File: src/hdl/mpcq_pkg.sv
// Shared types and constants for the min-priority command queue.
`timescale 1ns / 1ps
package mpcq_pkg;

	localparam int QUEUE_DEPTH = 16;
	localparam int IDX_W = (QUEUE_DEPTH > 1) ? $clog2(QUEUE_DEPTH) : 1;
	localparam int CNT_W = $clog2(QUEUE_DEPTH + 1);
	localparam int OCC_W = 5;

	typedef enum logic {
		OP_ENQUEUE = 1'b0,
		OP_DEQUEUE = 1'b1
	} op_t;

	typedef enum logic [1:0] {
		ST_OK    = 2'd0,
		ST_FULL  = 2'd1,
		ST_EMPTY = 2'd2
	} status_t;

	typedef struct packed {
		logic [7:0]  prio;
		logic [15:0] handle;
	} entry_t;

	typedef struct packed {
		op_t         operation;
		logic [7:0]  item_priority;
		logic [15:0] item_handle;
	} cmd_t;

	typedef struct packed {
		logic [15:0]      out_handle;
		logic [7:0]       out_priority;
		status_t          status;
		logic [OCC_W-1:0] occupancy;
	} result_t;

endpackage

File: src/hdl/mpcq_store.sv
// Entry store: one write port and one read port with registered read data.
`timescale 1ns / 1ps
module mpcq_store (
	input  logic                        clk,
	input  logic                        we,
	input  logic [mpcq_pkg::IDX_W-1:0]  waddr,
	input  mpcq_pkg::entry_t            wdata,
	input  logic [mpcq_pkg::IDX_W-1:0]  raddr,
	output mpcq_pkg::entry_t            rdata
);
	import mpcq_pkg::*;

	entry_t mem_q [QUEUE_DEPTH];

	always_ff @(posedge clk) begin
		if (we) begin
			mem_q[waddr] <= wdata;
		end
	end

	always_ff @(posedge clk) begin
		rdata <= mem_q[raddr];
	end

endmodule

File: src/hdl/min_priority_command_queue.sv
// Min-priority command queue: sorted entry store walked by a small sequencer.
// Enqueue writes directly when empty, else ENQ_CMP moves larger entries up, ENQ_PUT may
// fill slot 0; dequeue reads in DEQ_HEAD, shifts in DEQ_SHIFT; refusals finish from idle.
// Throughput: busy drops as the result is formed, so the next start may be taken
// in the cycle that done is high. One store read and one write a cycle set the pace.
// Reset: arst_n clears the entry count, the sequencer and done; entries are not cleared.
`timescale 1ns / 1ps
module min_priority_command_queue (
	input  logic              clk,
	input  logic              arst_n,
	input  logic              start,
	output logic              busy,
	input  mpcq_pkg::cmd_t    cmd,
	output logic              done,
	output mpcq_pkg::result_t result
);
	import mpcq_pkg::*;

	typedef enum logic [4:0] {
		S_IDLE      = 5'b00001,
		S_ENQ_CMP   = 5'b00010,
		S_ENQ_PUT   = 5'b00100,
		S_DEQ_HEAD  = 5'b01000,
		S_DEQ_SHIFT = 5'b10000
	} state_t;

	state_t           state_q, state_d;
	logic [CNT_W-1:0] cnt_q, cnt_d;
	logic [CNT_W-1:0] pos_q, pos_d;
	entry_t           item_q, item_d;
	entry_t           front_q, front_d;
	logic             done_q;
	result_t          res_q;

	logic             fin;
	result_t          fin_res;

	logic             mem_we;
	logic [IDX_W-1:0] mem_waddr;
	entry_t           mem_wdata;
	logic [IDX_W-1:0] mem_raddr;
	entry_t           mem_rdata;

	logic [CNT_W-1:0] cnt_m1, cnt_p1, pos_m1, pos_m2, pos_p1, pos_p2;
	entry_t           new_entry;

	assign cnt_m1 = cnt_q - CNT_W'(1);
	assign cnt_p1 = cnt_q + CNT_W'(1);
	assign pos_m1 = pos_q - CNT_W'(1);
	assign pos_m2 = pos_q - CNT_W'(2);
	assign pos_p1 = pos_q + CNT_W'(1);
	assign pos_p2 = pos_q + CNT_W'(2);

	assign new_entry.prio   = cmd.item_priority;
	assign new_entry.handle = cmd.item_handle;

	mpcq_store u_store (
		.clk   (clk),
		.we    (mem_we),
		.waddr (mem_waddr),
		.wdata (mem_wdata),
		.raddr (mem_raddr),
		.rdata (mem_rdata)
	);

	always_comb begin
		state_d   = state_q;
		cnt_d     = cnt_q;
		pos_d     = pos_q;
		item_d    = item_q;
		front_d   = front_q;
		mem_we    = 1'b0;
		mem_waddr = pos_q[IDX_W-1:0];
		mem_wdata = item_q;
		mem_raddr = '0;
		fin       = 1'b0;
		fin_res   = '0;
		fin_res.status = ST_OK;

		unique case (state_q)
			S_IDLE: begin
				if (start) begin
					item_d = new_entry;
					if (cmd.operation == OP_ENQUEUE) begin
						if (cnt_q >= CNT_W'(QUEUE_DEPTH)) begin
							fin = 1'b1;
							fin_res.status    = ST_FULL;
							fin_res.occupancy = OCC_W'(cnt_q);
						end else if (cnt_q == '0) begin
							mem_we    = 1'b1;
							mem_waddr = '0;
							mem_wdata = new_entry;
							cnt_d     = cnt_p1;
							fin       = 1'b1;
							fin_res.occupancy = OCC_W'(cnt_p1);
						end else begin
							mem_raddr = cnt_m1[IDX_W-1:0];
							pos_d     = cnt_q;
							state_d   = S_ENQ_CMP;
						end
					end else begin
						if (cnt_q == '0) begin
							fin = 1'b1;
							fin_res.status = ST_EMPTY;
						end else begin
							mem_raddr = '0;
							state_d   = S_DEQ_HEAD;
						end
					end
				end
			end
			S_ENQ_CMP: begin
				mem_we = 1'b1;
				if (mem_rdata.prio > item_q.prio) begin
					// move the larger entry up one place and look further down
					mem_wdata = mem_rdata;
					pos_d     = pos_m1;
					if (pos_q == CNT_W'(1)) begin
						state_d = S_ENQ_PUT;
					end else begin
						mem_raddr = pos_m2[IDX_W-1:0];
					end
				end else begin
					cnt_d   = cnt_p1;
					fin     = 1'b1;
					fin_res.occupancy = OCC_W'(cnt_p1);
					state_d = S_IDLE;
				end
			end
			S_ENQ_PUT: begin
				mem_we  = 1'b1;
				cnt_d   = cnt_p1;
				fin     = 1'b1;
				fin_res.occupancy = OCC_W'(cnt_p1);
				state_d = S_IDLE;
			end
			S_DEQ_HEAD: begin
				front_d = mem_rdata;
				cnt_d   = cnt_m1;
				pos_d   = '0;
				if (cnt_m1 == '0) begin
					fin = 1'b1;
					fin_res.out_handle   = mem_rdata.handle;
					fin_res.out_priority = mem_rdata.prio;
					fin_res.occupancy    = OCC_W'(cnt_m1);
					state_d = S_IDLE;
				end else begin
					mem_raddr = IDX_W'(1);
					state_d   = S_DEQ_SHIFT;
				end
			end
			S_DEQ_SHIFT: begin
				// count already holds the reduced value here
				mem_we    = 1'b1;
				mem_wdata = mem_rdata;
				if (pos_p1 < cnt_q) begin
					mem_raddr = pos_p2[IDX_W-1:0];
					pos_d     = pos_p1;
				end else begin
					fin = 1'b1;
					fin_res.out_handle   = front_q.handle;
					fin_res.out_priority = front_q.prio;
					fin_res.occupancy    = OCC_W'(cnt_q);
					state_d = S_IDLE;
				end
			end
			default: begin
				state_d = S_IDLE;
			end
		endcase
	end

	always_ff @(posedge clk or negedge arst_n) begin
		if (!arst_n) begin
			state_q <= S_IDLE;
			cnt_q   <= '0;
			done_q  <= 1'b0;
		end else begin
			state_q <= state_d;
			cnt_q   <= cnt_d;
			done_q  <= fin;
		end
	end

	always_ff @(posedge clk) begin
		pos_q   <= pos_d;
		item_q  <= item_d;
		front_q <= front_d;
		if (fin) begin
			res_q <= fin_res;
		end
	end

	assign busy   = (state_q != S_IDLE);
	assign done   = done_q;
	assign result = res_q;

endmodule
File: config.mk
export PLATFORM = sky130hd
export DESIGN_NAME = min_priority_command_queue
export DESIGN_NICKNAME = d
export VERILOG_FILES = /design/src/hdl/mpcq_pkg.sv /design/src/hdl/mpcq_store.sv /design/src/hdl/min_priority_command_queue.sv
export SDC_FILE = /design/constraint.sdc
export NUM_CORES = 1
export LEC_CHECK = 0
export BUFFER_PORTS_ARGS = -buffer_cell sky130_fd_sc_hd__clkbuf_2
export CORE_ASPECT_RATIO = 2
export CORE_MARGIN = 2
export CORE_UTILIZATION = 50
export CTS_CLUSTER_DIAMETER = 100
export DETAILED_ROUTE_END_ITERATION = 10
export PLACE_DENSITY = 0.75
export SLEW_MARGIN = 20
export SYNTH_ARGS = -nofsm -noshare
export SYNTH_HDL_FRONTEND = slang
export SYNTH_SLANG_ARGS = --single-unit
File: constraint.sdc
create_clock -name clk -period 3.8 [get_ports clk]
set_clock_uncertainty 0.05 [all_clocks]
set_input_delay 0.76 -clock clk [delete_from_list [all_inputs] [get_ports clk]]
set_output_delay 0.76 -clock clk [all_outputs]
set_load 0.005 [all_outputs]
==> qor.yml, run 1 <==
floorplanning:
  die_w_um: 147
  start_util_pct: 50.8
  core-area_sq_um: 40300
  rows: 104
  dieArea_sq_um: 42700
  die_h_um: 290
  ios: 61
worst_setup_path:
  slowest_stage: "edfxtp_1"
  cp.buffers_inverters: 2
  r2r_slack_ns: 0.19
  start_kind: "register"
  reg2reg_depth: 13
  crit_type: "register to register"
  worst-path-stages: 13
  r2r-start: "pos_q[1]"
  cp_common_cell: "ha_1"
  path_delay_family: "compound AO/OA/AOI/OAI gates"
  crit_path_max_fanout: 18
  critPathRequiredTime_ns: 4.16
  end_kind: "register"
  r2r-end: "u_store.rdata[18]"
  arrival_ns: 3.97
  cp_cell_sequence: "ha_1 -> xor2_1 -> ha_1 -> a21o_1 -> a31oi_1 -> o21ai_1 -> o32a_1 -> o31ai_4 -> buf_12 -> buf_4 -> mux2_2 -> o211ai_1 -> nand4_1"
  startpoint: "pos_q[1]"
  crit_path_max_incr_delay_ns: 0.48
routing:
  dr.pass1.iters: 5
  wl_per_cell_um: 24.0
  drc: 0
  routed_wl_mm: 47.5
  drtAntennaViolNets: 0
  vias: 11700
  drt-initial-drc-count: 908
  vias_per_cell: 5.93
cells_and_area:
  multiInputGateArea_sq_um: 5260
  diodes: 0
  syn2layout_area_growth_pct: 13.9
  stdcell_area_sq_um: 23300
  final.fill_count: 2997
  seq_area_sq_um: 14800
  final_layout_size_suffix_gt1_share_pct: 22.6
  final_nets: 1464
clock_tree:
  clkTransAtPathRegs_ns: 0.07
  cts_setup_buffers: 0
  cts_tree: "yes"
  clkSinkCount: 503
  insertion_delay_ns: 0.56
  htreeDepth: 2
  cts-hold-fix-buffers: 0
  clock-root-buffer: "clkbuf_16"
  numCtsBuffers: 41
  ctsResizeCount: 1
  cts.path.max_buffers: 3
placed_design:
  pre_cts_slack_ns: -0.0217
  gp_congestion: 0.869
  port_buffers: 60
  placed_area_sq_um: 22000
  dpl.hpwl_mm: 29.0
grt:
  grt_pass1_vias: 11800
  gr-usage-all-layers_pct: 22.2
  grt_start_max_net_pins: 41
  antenna_found_initial: 0
  overflow: 0
  grt_first_pass_wirelength_mm: 70.7
hold_path:
  hold_class: "primary input to async pin"
synthesis:
  yosys.area.top_type: "edfxtp_1"
  synth_edf_count: 468
  syn_nets: 1348
  syn_area_per_cell_sq_um: 15.8
  synth_top_cell_area_share_pct: 68.6
  syn_area_sq_um: 20500
  yosys_warnings: 0
  synth.area.top_cells: "edfxtp_1 (69%), mux2_2 (5.1%), mux2i_1 (4.5%), nand2_1 (2.6%), o211ai_1 (2.6%)"
  yosysUniqueCellTypes: 61
  syn_inst: 1299
  ys_async_sr_fraction_pct: 2.19
  synth_flop_cell: "edfxtp_1"
  seq_area_frac_synth_pct: 72.3
  yosysMostFrequentCell: "edfxtp_1"
  ys_top_cells_by_count: "edfxtp_1 (468), nand2_1 (143), mux2_2 (92), mux2i_1 (92), o211ai_1 (71)"
  ys_ff_latch: 503
power_and_ir_drop:
  clockPowerShare_pct: 27.0
  powerDensity_nw_per_um2: 687
  ir_drop_mv: 0.294
  fin_total_pwr_w: 0.0160
  power_switching_w: 0.00486
  p_seq_share_pct: 46.4
  p_int_w: 0.0112
  leakagePower_nw: 7.93
  switching_share_pct: 30.3
  combinationalPowerShare_pct: 26.5
sta:
  rsz0062_at_grt: "no"
  fin_ws_ns: 0.191
  hold_viol: 0
  slew-limit-headroom_pct: 45.1
  min_period_ns: 3.61
  min_period_over_period_pct: 95.0
  fmax_ghz: 0.277
  tightest_slew_ns: 0.823
  setup_viol: 0
  maxSlewViolCount: 0
run:
  max_cap_viol_count: 0
status:
  status: "finished, final reports clean"
## power groups by stage
| stage | Combinational [W] | Clock, W | Sequential [W] |
|---|---|---|---|
| floorplan | 0.00269 | 0 | 0.00741 |
| global placement | 0.00412 | 0 | 0.00754 |
| detailed placement | 0.00422 | 0 | 0.00756 |
| CTS | 0.00426 | 0.00441 | 0.00744 |
| global route | 0.00464 | 0.00460 | 0.00748 |
| finish | 0.00426 | 0.00434 | 0.00745 |
## worst max-delay path by stage
stage | to | slack, ns
6_report | u_store.rdata[18] | 0.19
5_1_grt | u_store.rdata[22] | 0.009
4_1_cts | u_store.rdata[18] | 0.13
3_5_place_dp | u_store.rdata[16] | -0.02
3_3_place_gp | u_store.rdata[16] | 0.12
2_1_floorplan | result[0] | 0.07
## layout by cell type (no fill, tap or decap), types with 23 or more instances in the layout
cell,synthesis,layout
a211o_1,23,23
a22o_1,24,24
a22oi_1,25,25
buf_4,2,67
clkbuf_16,0,43
clkbuf_2,0,60
dfxtp_1,24,24
edfxtp_1,468,468
inv_1,25,25
mux2_2,92,92
mux2i_1,92,92
nand2_1,143,143
nand4_1,26,26
nor2_1,52,34
o211ai_1,71,71
## cell type report
cell class                 instances  area share (%)
sequential                       503            63.5
multi-input combinational        699            22.5
clock buffer                      56            4.91
timing repair buffer             143            4.82
tap                              530            2.84
clock inverter                    19           0.981
inverter                          27           0.434
## sequential cells by signal (all words and copies together), names as in the netlist
name	count
u_store.mem_q	384
result	31
front_q	24
item_q	24
u_store.rdata	24
cnt_q	5
pos_q	5
state_q	5
done	1
## logic make-up after synthesis
| family | share of synthesized area, % |
|---|---|
| flip-flops | 72.3 |
| AND/OR/NAND/NOR | 5.85 |
| AO/OA/AOI/OAI | 7.53 |
| multiplexers | 9.99 |
| buffers and inverters | 2.46 |
| adder cells (fa/ha/maj) | 1.28 |
| XOR/XNOR | 0.599 |
## routing by layer
metal | routed length, um | vias up | track usage (%)
met2 | 24800 | 456 | 39.4
met1 | 17100 | 5867 | 25.6
li1 | - | 5256 | -
met3 | 2750 | 147 | 2.59
met4 | 2860 | 0 | 12.9
met5 | 0 | - | 0
## through the flow
step	cells	TNS (ns)	util (%)	hold WS, ns
global placement	1902	0	54.4	0.400
global route	1977	0	57.8	0.0364
finish	1977	0	57.8	0.0260
floorplan	1299	0	-	0.381
CTS	1977	0	57.8	0.0173
detailed placement	1902	-0.0217	54.4	0.413
No activity file was read; power rests on OpenSTA's default activity.
==> inputs of run 2 (changes only) <==
clock period = 3.1 ns   (was 3.8 ns; I/O delays follow)
==> qor.yml, run 2 (same netlist as run 1, synthesis figures left out) <==
sta:
  slew-limit-headroom_pct: 58.2  # +13 points
  setup_viol: 58  # +58
  fmax_ghz: 0.285  # +3.0%
  tightest_slew_ns: 0.627  # -0.196 ns
  maxSlewViolCount: 0  # unchanged
  min_period_over_period_pct: 113  # +18 points
  rsz0062_at_grt: "yes"
  fin_ws_ns: -0.404  # -0.595 ns
  min_period_ns: 3.50  # -0.105 ns
  hold_ws_ns: 0.204  # +0.178 ns
  hold_viol: 0  # unchanged
floorplanning:
  die_h_um: 290  # unchanged
  dieArea_sq_um: 42700  # unchanged
  die_w_um: 147  # unchanged
  rows: 104  # unchanged
  start_util_pct: 50.8  # unchanged
  ios: 61  # unchanged
  core-area_sq_um: 40300  # unchanged
routing:
  routed_wl_mm: 55.4  # +17%
  drt-initial-drc-count: 1157  # +27%
  wl_per_cell_um: 26.2  # +9.2%
  drc: 0  # unchanged
  vias: 12900  # +9.8%
  vias_per_cell: 6.10  # +2.8%
  drtAntennaViolNets: 0  # unchanged
  dr.pass1.iters: 5  # unchanged
worst_setup_path:
  slowest_stage: "edfxtp_1"
  cp_common_cell: "o211ai_1"
  r2r-start: "item_q[17]"
  cp_cell_sequence: "inv_2 -> ha_4 -> nor2b_4 -> o211ai_1 -> a21oi_1 -> buf_4 -> o211ai_1 -> buf_4 -> o31ai_4 -> buf_6 -> buf_16 -> buf_12 -> buf_16 -> buf_12 -> mux2_4 -> o211ai_1 -> nand4_1"
  path_delay_family: "buffers and inverters"
  startpoint: "item_q[17]"
  crit_path_max_incr_delay_ns: 0.42  # -0.06 ns
  arrival_ns: 3.89  # -0.08 ns
  end_kind: "register"
  critPathRequiredTime_ns: 3.49  # -0.67 ns
  crit_type: "register to register"
  crit_path_max_fanout: 6  # -12
  start_kind: "register"
  cp.buffers_inverters: 8  # +6
placed_design:
  gp_congestion: 0.869  # about the same
  dpl.hpwl_mm: 29.8  # +2.8%
  pre_cts_slack_ns: -0.341  # -0.320 ns
  port_buffers: 60  # unchanged
clock_tree:
  clkSinkCount: 503  # unchanged
  cts_tree: "yes"
  clock-root-buffer: "clkbuf_16"
  insertion_delay_ns: 0.57  # about the same
  numCtsBuffers: 41  # unchanged
  clkTransAtPathRegs_ns: 0.07  # about the same
  cts.path.max_buffers: 3  # unchanged
  htreeDepth: 2  # unchanged
grt:
  overflow: 0  # unchanged
  antenna_found_initial: 0  # unchanged
  gr-usage-all-layers_pct: 24.2  # +2.0 points
  grt_first_pass_wirelength_mm: 77.0  # +8.9%
  grt_start_max_net_pins: 35  # -15%
  grt_pass1_vias: 12900  # +9.3%
hold_path:
  worstHoldStart: "cmd[10]"
  hold_class: "primary input to register"
power_and_ir_drop:
  powerDensity_nw_per_um2: 847  # +23%
  p_int_w: 0.0149  # +33%
  switching_share_pct: 31.3  # +1.0 points
  leakagePower_nw: 9.05  # +14%
  clockPowerShare_pct: 24.4  # -2.6 points
  combinationalPowerShare_pct: 34.0  # +7.5 points
  p_seq_share_pct: 41.6  # -4.8 points
  ir_drop_mv: 0.529  # +80%
  power_switching_w: 0.00679  # +40%
run:
  max_cap_viol_count: 0  # unchanged
cells_and_area:
  layout_commonest_cell: "edfxtp_1"
  final_layout_size_suffix_gt1_share_pct: 32.8  # +10 points
  diodes: 0  # unchanged
  final_cell_mix: "edfxtp_1 (468), buf_4 (123), nand2_1 (117)"
  largest_reg_flops: 384  # unchanged
  final_nets: 1598  # +9.2%
  syn2layout_area_growth_pct: 25.0
  top_register: "u_store.mem_q"
status:
  status: "finished with violations"
  violations: "setup timing"
run 2: cell types whose count changed in the layout (fill, tap and decap cells not counted), moves of 14 or more:
cell,previous run,this run
mux2_4,0,39
nand2_1,143,117
mux2_2,92,53
buf_12,16,37
buf_4,67,123
buf_16,0,15
nand2_4,0,14
nand2_2,0,14
buf_6,0,28
run 2: layer usage:
metal	share of wire [%]	vias to the layer above	wire length (um)	global-route usage [%]
li1	-	5550	-	-
met1	34	6411	18600	27.1
met2	53	684	29300	44.0
met3	6.6	232	3670	2.92
met4	6.9	0	3800	13.7
met5	0	-	0	0
run 2: cell type report:
cell class / count / area, sq um
clock buffer: 50 / 1060
clock inverter: 26 / 285
fill: 2691 / 14700
inverter: 27 / 103
multi-input combinational: 702 / 5760
sequential: 503 / 14800
tap: 530 / 663
timing repair buffer: 274 / 2920
run 2: final timing paths:
check | cells past startpoint | slack, ns | end
setup / recovery | 17 | -0.40 | u_store.rdata[15]
hold / removal | 1 | 0.20 | item_q[10]
setup reg to reg | 17 | -0.40 | u_store.rdata[15]
hold reg to reg | 0 | 0.43 | front_q[0]
max in group asynchronous | 2 | 2.30 | state_q[0]
min in group asynchronous | 2 | 0.43 | cnt_q[0]
run 2: metrics by stage:
stage	util, %	power, W	TNS (ns)	std cells	cell area [sq um]
2_1_floorplan	-	0.0124	-13.03	1299	20500
3_3_place_gp	55.9	0.0146	-25.01	1960	22500
3_5_place_dp	55.9	0.0148	-46.01	1960	22500
4_1_cts	61.5	0.0209	-5.16	2076	24800
5_1_grt	63.5	0.0225	-17.91	2112	25600
6_report	63.5	0.0217	-14.67	2112	25600
run 2: timing repair:
item                                    4_1_cts  5_1_grt
cloned                                       11       14
pin swaps                                    41       29
hold endpoints to repair                     10        0
endpoints found under the setup margin      317      448
setup buffers                                28       27
hold buffers                                  1        0
resized for setup                            99       94
run 2: power by group through the flow:
stage	Combinational, W	Sequential, W	Clock, W
global placement	0.00551	0.00913	0
CTS	0.00653	0.00901	0.00532
detailed placement	0.00568	0.00916	0
floorplan	0.00333	0.00909	0
global route	0.00781	0.00906	0.00559
finish	0.00736	0.00903	0.00530
==> inputs of run 3 (changes only) <==
--- a/config.mk
+++ b/config.mk
@@ -7,2 +7,3 @@
 export LEC_CHECK = 0
+export ABC_AREA = 1
 export BUFFER_PORTS_ARGS = -buffer_cell sky130_fd_sc_hd__clkbuf_2
@@ -14,2 +15,3 @@
 export PLACE_DENSITY = 0.75
+export SKIP_LAST_GASP = 1
 export SLEW_MARGIN = 20
==> constraint.sdc (replaced) <==
create_clock -name clk -period 3.1 [get_ports clk]
set_clock_uncertainty 0.05 [all_clocks]
set_input_delay 0.31 -clock clk [delete_from_list [all_inputs] [get_ports clk]]
set_output_delay 0.31 -clock clk [all_outputs]
set_load 0.005 [all_outputs]
==> qor.yml, run 3 <==
power_and_ir_drop:
  p_seq_share_pct: 39.9  # -1.7 points
  powerDensity_nw_per_um2: 921  # +8.8%
  p_int_w: 0.0152  # +2.3%
  power_switching_w: 0.00808  # +19%
  clockPowerShare_pct: 24.5  # about the same
  ir_drop_mv: 0.462  # -13%
  fin_total_pwr_w: 0.0233  # +7.5%
  leakagePower_nw: 9.47  # +4.6%
  combinationalPowerShare_pct: 35.5  # +1.5 points
  switching_share_pct: 34.6  # +3.3 points
placed_design:
  gp_congestion: 0.986  # +13%
  dp.cells: 2395  # +22%
  dpl.hpwl_mm: 34.2  # +15%
  port_buffers: 60  # unchanged
cells_and_area:
  multiInputGateArea_sq_um: 5610  # -2.7%
  final_layout_size_suffix_gt1_share_pct: 16.3  # -17 points
  largest_reg_flops: 384  # unchanged
  final.fill_count: 3084  # +15%
  layout_commonest_cell: "nand3_1"
  top_register: "u_store.mem_q"
  final_nets: 1987  # +24%
  fin_cells: 2511  # +19%
  final_cell_mix: "nand3_1 (492), edfxtp_1 (468), nand2_1 (403)"
  syn2layout_area_growth_pct: 20.3
  seq_area_sq_um: 14800  # unchanged
grt:
  busiest_layer: "met2"
  met1_usage_pct: 30.2  # +3.1 points
  grt_pass1_vias: 15300  # +18%
  grt_first_pass_wirelength_mm: 87.4  # +14%
  use_met3_pct: 3.64  # +0.72 points
  grt_start_max_net_pins: 62  # +77%
  overflow: 0  # unchanged
  gr-usage-all-layers_pct: 26.5  # +2.3 points
  grtUsageMet2_pct: 46.1  # +2.1 points
  antenna_found_initial: 1  # +1
floorplanning:
  rows: 106  # +1.9%
  die_h_um: 294  # +1.3%
  ios: 61  # unchanged
  die_w_um: 149  # +1.3%
  core-area_sq_um: 41600  # +3.2%
  dieArea_sq_um: 43800  # +2.6%
  start_util_pct: 50.5  # -0.28 points
synthesis:
  ys_ff_latch: 503  # unchanged
  synth.area.top_cells: "edfxtp_1 (67%), nand3_1 (12%), nand2_1 (7.3%), dfxtp_1 (2.3%), buf_2 (1.3%)"
  yosysMostFrequentCell: "nand3_1"
  syn_area_sq_um: 21000  # +2.7%
  ys_async_sr_fraction_pct: 2.19  # unchanged
  synth_flop_cell: "edfxtp_1"
  yosys_warnings: 0  # unchanged
  yosys.area.top_type: "edfxtp_1"
  synth_edf_count: 468  # unchanged
  synth_top_cell_area_share_pct: 66.8  # -1.8 points
  syn_area_per_cell_sq_um: 11.8  # -25%
  syn_nets: 1836  # +36%
  ys_top_cells_by_count: "nand3_1 (498), edfxtp_1 (468), nand2_1 (407)"
  seq_area_frac_synth_pct: 70.4  # -1.9 points
  syn_inst: 1787  # +38%
  yosysUniqueCellTypes: 45  # -26%
clock_tree:
  insertion_delay_ns: 0.56  # about the same
  clkTransAtPathRegs_ns: 0.08  # about the same
  cts_tree: "yes"
  htreeDepth: 2  # unchanged
  clkSinkCount: 503  # unchanged
  clock-root-buffer: "clkbuf_16"
  numCtsBuffers: 40  # -2.4%
  cts.path.max_buffers: 3  # unchanged
worst_setup_path:
  critPathRequiredTime_ns: 3.55  # +0.06 ns
  arrival_ns: 3.43  # -0.46 ns
  r2r-end: "u_store.rdata[21]"
  crit_type: "register to register"
  startpoint: "pos_q[0]"
  r2r-start: "pos_q[0]"
  end_kind: "register"
  start_kind: "register"
  r2r_slack_ns: 0.12  # +0.52 ns
  reg2reg_depth: 22  # +5
  crit_path_max_fanout: 17  # +11
sta:
  hold_viol: 0  # unchanged
  maxSlewViolCount: 0  # unchanged
  rsz0062_at_grt: "yes"
  min_period_ns: 2.98  # -0.521 ns
  slew-limit-headroom_pct: 64.0  # +5.7 points
  hold_ws_ns: 0.108  # -0.0955 ns
  min_period_over_period_pct: 96.2  # -17 points
  tightest_slew_ns: 0.539  # -0.0878 ns
  setup_viol: 0  # -100%
  fmax_ghz: 0.335  # +17%
run:
  max_cap_viol_count: 0  # unchanged
routing:
  vias: 15500  # +20%
  wl_per_cell_um: 23.9  # -8.8%
  drtAntennaViolNets: 0  # unchanged
  vias_per_cell: 6.16  # +0.96%
  drt-initial-drc-count: 1848  # +60%
  dr.pass1.iters: 6  # +1
  routed_wl_mm: 60.1  # +8.4%
  drc: 0  # unchanged
hold_path:
  hold_class: "primary input to async pin"
status:
  status: "finished, final reports clean"
## run 3: changes by cell type in the layout (fill, tap and decap cells not counted), moves of 14 or more
cell and change:
buf_6 -23, inv_1 +32, buf_12 +18, mux2i_1 -89, o211ai_1 -71, nand2_1 +286
nand3_1 +476, a211o_1 -23, nand2_4 -14, mux2_2 -53, buf_4 -61, mux2_4 -39
nand4_1 -18, dlygate4sd3_1 +24
## run 3: metal layers
metal  up-vias  share of wire, %
met5         -                 0
met1      7489                32
li1       6742                 -
met2       981                52
met4         0               6.6
met3       245               9.0
## run 3: power groups by stage
| stage | registers (W) | logic (W) | clock network (W) |
|---|---|---|---|
| final | 0.00932 | 0.00829 | 0.00572 |
| after global routing | 0.00935 | 0.00896 | 0.00601 |
| after CTS | 0.00930 | 0.00760 | 0.00576 |
| after detailed placement | 0.00944 | 0.00743 | 0 |
| after global placement | 0.00941 | 0.00727 | 0 |
| after floorplan | 0.00930 | 0.00441 | 0 |
## run 3: worst max-delay path by stage
stage,endpoint,depth (start not counted)
global placement,u_store.rdata[7],20
global route,u_store.rdata[21],21
floorplan,result[0],13
detailed placement,u_store.rdata[21],20
finish,u_store.rdata[21],22
CTS,u_store.rdata[10],21
## run 3: final cells by class
| type | instances | share of cell area [%] |
|---|---|---|
| Timing Repair Buffer | 219 | 9.83 |
| Clock buffer | 51 | 4.48 |
| Inverter | 65 | 0.979 |
| Tap cell | 540 | 2.67 |
| Sequential cell | 503 | 58.5 |
| Multi-Input combinational cell | 1109 | 22.2 |
| Clock inverter | 23 | 1.34 |
| Antenna cell | 1 | 0.00989 |
## run 3: what timing repair did
item                                   4_1_cts  5_1_grt
endpoints found under the hold margin       35        0
hold buffers                                25        0
setup endpoints to repair                    9       43
buffers inserted                             3        7
pin swaps                                    1        4
gates resized for setup                      2       28
gates cloned                                 0        6
## run 3: metrics by stage
step           TNS [ns]  setup slack (ns)  instance area [sq um]  util (%)
5_1_grt          -0.237           -0.0343                  25300      60.8
3_3_place_gp          0            0.0634                  23200      55.7
4_1_cts        -0.00382          -0.00382                  24900      59.9
6_report              0             0.117                  25300      60.8
2_1_floorplan     -7.08            -0.224                  21100         -
3_5_place_dp   -0.00668          -0.00668                  23200      55.7
## run 3: cell families (layout without fill, tap and decap cells)
kind of cell,count (synthesis),count (layout),share of synthesized area (%)
and+or+nand+nor,987,987,21.2
DFF,503,503,70.4
buffers and inverters,175,358,3.69
AOI/OAI and AO/OA,94,94,3.16
adders and majority gates,21,21,1.25
xor gates and xnor gates,7,7,0.327
other,0,1,0
## run 3: critical path, stage by stage (launching register included)
cell	delay [ns]
edfxtp_1	0.39
buf_4	0.17
clkinvlp_4	0.17
a21oi_2	0.19
o21ai_2	0.08
inv_1	0.06
ha_1	0.21
nand2_1	0.08
inv_1	0.06
a21oi_2	0.16
nand4_1	0.13
nand2_2	0.12
nor2_4	0.05
buf_6	0.14
nand2_8	0.08
buf_12	0.16
buf_16	0.16
nand2_1	0.07
nand3_1	0.11
nand3_2	0.10
nand2_1	0.07
nand2_1	0.04
nand2_1	0.07
